<file path="config.mk">
export PLATFORM = sky130hd
export DESIGN_NAME = amdfs_ram
export DESIGN_NICKNAME = d
export VERILOG_FILES = /design/src/rtl/amdfs_ram.sv
export SDC_FILE = /design/constraint.sdc
export NUM_CORES = 2
export LEC_CHECK = 0
export ABC_CLOCK_PERIOD_IN_PS = 3170
export BUFFER_PORTS_ARGS = -buffer_cell sky130_fd_sc_hd__buf_2
export CORE_MARGIN = 10
export CORE_UTILIZATION = 60
export DETAILED_ROUTE_END_ITERATION = 8
export PLACE_DENSITY_LB_ADDON = 0.2
export SYNTH_ARGS = -nofsm -noshare
export SYNTH_HDL_FRONTEND = slang
export SYNTH_SLANG_ARGS = --single-unit
export TNS_END_PERCENT = 20
</file>
<file path="constraint.sdc">
create_clock -name clk_i -period 3.17 [get_ports clk_i]
set_input_delay 0.317 -clock clk_i [delete_from_list [all_inputs] [get_ports clk_i]]
set_output_delay 0.317 -clock clk_i [all_outputs]
set_load 0.05 [all_outputs]
</file>
<file path="src/rtl/amdfs_ram.sv">
// Generic single-write, single-read synchronous RAM with registered read data.
// No dependencies.
module amdfs_ram #(
  parameter int WIDTH = 16,
  parameter int DEPTH = 256
) (
  input  logic                     clk_i,
  input  logic                     we_i,
  input  logic [$clog2(DEPTH)-1:0] waddr_i,
  input  logic [WIDTH-1:0]         wdata_i,
  input  logic                     re_i,
  input  logic [$clog2(DEPTH)-1:0] raddr_i,
  output logic [WIDTH-1:0]         rdata_o
);

  logic [WIDTH-1:0] mem_q [DEPTH];
  logic [WIDTH-1:0] rdata_q;

  always_ff @(posedge clk_i) begin
    if (we_i) begin
      mem_q[waddr_i] <= wdata_i;
    end
    if (re_i) begin
      rdata_q <= mem_q[raddr_i];
    end
  end

  assign rdata_o = rdata_q;

endmodule
</file>
==> metrics.csv <==
metric;value;unit
outcome;finished with violations;
violated checks;setup timing;
sequential share of the synthesized area;0.7772;
Maximum Capacitance Violations;0;
clock latency at the later pin of the worst-skew pair;0.91;ns
number of distinct library cell variants in the gate-level netlist after synthesis;51;
Most used DFF post-synth;edfxtp_1;
Flop pwr share;0.534;
setup violation total in the final timing report;2;
worst slack at placement;-0.8714;ns
net switching fraction of the power;0.2114;
post-CTS setup repair buffer count;0;
Max VDD drop;0.5561;mV
min-delay worst type;input pin to flip-flop;
clock net sink count;4112;
largest family of logic cells by synthesized area;multiplexers;
share of synthesized cell area in and, or, nand and nor gates;0.01573;
commonest non-fill, non-tap cells in the layout;4112 x edfxtp_1, 797 x mux4_2, 714 x buf_4, 565 x mux2i_1, 408 x clkbuf_16;
count of buffers from port buffering;50;
H-tree lvl count;5;
worst-margin pin slew;1.386;ns
global router's overall resource usage;0.2877;
pwr dens;618.6;mW/mm^2
type of the worst setup path;flip-flop to flip-flop;
number of storage elements in the synthesis netlist;4112;
mux contribution to synthesized area;0.1548;
maximum fanout encountered on the critical timing path;1;
most common cell after layout, fill and taps aside;edfxtp_1;
Routed WL;415500;um
share of final-layout standard cells stronger than drive strength 1;0.2779;
clock group share of total power;0.411;
worst setup skew after layout;0.04743;ns
final HPWL from detailed placement;253600;um
area fraction in compound gates after synthesis;0.03534;
synth-to-layout area growth;14.35;%
worst slack on hold paths;0.009329;ns
GP Congestion;0.9318;
achievable frequency;310.7;MHz
switching power;23.76;mW
final hold violations;0;
number of global-route vias before repair;80980;
post-detailed-route via-to-cell ratio;6.801;
headroom to the max-slew limit;0.07579;
Post-Synth XOR/XNOR Area;0;
layout filler cell count;16110;
core region area;0.2630;sq mm
routed len/inst;34.46;um
First-pass DRT Iterations;6;
internal power contribution;88.62;mW
final worst path period need;3.219;ns
worst path setup slack after routing;-0.04879;ns
total negative setup slack;-0.07570;ns
maximum number of pins on one net before global-route repair;126;
EDFF count, synth;4112;
DRC errors left;0;
unrepaired setup endpoints after global routing;false;
post-synthesis adder-cell area fraction;0;
number of buffers created by CTS;401;
violation count after the first detailed-routing iteration;12400;
boundary pin count;51;
fraction of the cycle the final worst path needs;1.015;
starting density of the core;0.6041;
total number of placement rows;188;
mapped cell area;0.1589;sq mm
maximum buffer depth of the clock tree;4;
clock tree from TritonCTS;built;
Clock transition at path regs;0.06;ns
critical path required time;3.81;ns
per-instance average area after synthesis;21.59;sq um
number of antenna violations at the first check in global routing;29;
global-route wire length before repair;595700;um
data arrival time at the worst-slack endpoint;3.86;ns
number of nets produced by synthesis;7395;
Final Max Slew Viols;0;
total global routing overflow;0;
post-route antenna net violation count;0;
kind of start point of the critical path;flip-flop;
via count;82020;
horizontal die dimension;534.6;um
number of warnings reported in the yosys synthesis log;0;
count of nets after finishing;8237;
power share of the combinational group;0.055;
Die Outline Area;0.2858;sq mm
proportion of synthesized flip-flops having asynchronous set or reset;0;
leakage dissipation;58.77;nW
die extent in y;534.6;um
sort of element at the end of the critical path;flip-flop;
CTS root buffer;clkbuf_16;
number of instances in the synthesized netlist;7360;
-- final timing paths --
kind / to / slack (ns) / cells after the start / startpoint
worst min-delay path: mem_q[72][15] / 0.009 / 1 / wdata_i[15]
worst min register to register: rdata_o[9] / 1.17 / 6 / mem_q[194][9]
worst max-delay path: rdata_o[7] / -0.05 / 7 / mem_q[0][7]
worst max register to register: rdata_o[7] / -0.05 / 7 / mem_q[0][7]
-- layer usage --
| layer | vias to the layer above | share of wire | track usage |
|---|---|---|---|
| met5 | - | 0.00013 | 0 |
| met4 | 8 | 0.043 | 0.1037 |
| met3 | 857 | 0.12 | 0.07593 |
| met2 | 5300 | 0.46 | 0.4356 |
| met1 | 42840 | 0.37 | 0.4113 |
| li1 | 33020 | - | - |
-- logic make-up (layout without fill, tap and decap cells) --
logic type	after synthesis	after routing
AO/OA/AOI/OAI	786	786
buffers and inverters	456	1620
flip-flops	4112	4112
multiplexers	1450	1450
other	0	20
AND/OR/NAND/NOR	556	556
-- through the flow --
| stage | total power, mW | util | area, sq um | cells |
|---|---|---|---|---|
| after floorplan | 64.20 | - | 158900 | 7360 |
| after global placement | 67.08 | 0.6419 | 168800 | 11300 |
| after detailed placement | 67.20 | 0.6419 | 168800 | 11300 |
| after CTS | 112.7 | 0.6906 | 181600 | 12040 |
| after global routing | 115.2 | 0.6907 | 181600 | 12050 |
| final | 112.4 | 0.6908 | 181700 | 12060 |
-- cell usage after synthesis (5+ instances only) --
cell type | instances | area [sq um]
a22o_1 | 32 | 280.3
mux2_2 | 88 | 991.0
o21ai_0 | 37 | 185.2
buf_6 | 77 | 867.1
a2111oi_0 | 6 | 52.55
clkbuf_1 | 230 | 863.3
nor3_1 | 92 | 460.4
a31oi_1 | 6 | 37.54
edfxtp_1 | 4112 | 123500
nand3_1 | 35 | 175.2
o22ai_1 | 148 | 925.9
a221oi_1 | 28 | 245.2
nand4_1 | 26 | 162.7
and3_1 | 11 | 68.82
nor2_1 | 304 | 1141
buf_2 | 76 | 380.4
o31ai_1 | 16 | 120.1
o221ai_1 | 252 | 2207
a211oi_1 | 18 | 135.1
buf_12 | 5 | 100.1
a22oi_1 | 43 | 322.8
mux4_2 | 797 | 17950
o32ai_1 | 20 | 175.2
mux2i_1 | 565 | 5655
nor2b_1 | 9 | 56.30
nand2_1 | 38 | 142.6
nor4_1 | 17 | 106.4
a21oi_1 | 175 | 875.8
buf_4 | 26 | 195.2
buf_1 | 27 | 101.4
buf_8 | 11 | 165.2
-- power by group through the flow --
stage	combinational (mW)	sequential [mW]	clock, mW
after floorplan	2.96	61.2	0
after global placement	5.90	61.2	0
after detailed placement	6.02	61.2	0
after CTS	6.06	60.0	46.7
after global routing	6.35	60.0	48.8
final	6.13	60.0	46.2
-- cell type report --
cell class | instances | area [sq um] | area share
inverter | 4 | 27.53 | 0.0001515
clock inverter | 234 | 2120 | 0.01167
clock buffer | 491 | 10520 | 0.05791
multi-input combinational | 2792 | 32860 | 0.1809
timing repair buffer | 891 | 8218 | 0.04523
tap | 3515 | 4398 | 0.02421
sequential | 4112 | 123500 | 0.6797
antenna | 20 | 50.05 | 0.0002755
-- state kept, by name (all words and copies together), names as in the netlist --
name and cells:
mem_q 4096, rdata_o 16
-- repair_timing --
action                                  in CTS  in global routing
endpoints found under the setup margin       1                  1
hold buffers                                14                  1
endpoints found under the hold margin      563                 13
gates cloned                                 0                  0
gates resized for setup                      1                  1
-- worst max-delay path: stages (launching register included) --
cell	delay, ns
edfxtp_1	0.36
mux4_2	0.46
mux2_2	0.31
a22oi_1	0.54
nand2_1	0.23
o32ai_1	0.72
buf_4	0.27
nor4_1	0.06
No activity file was read; power rests on OpenSTA's default activity.
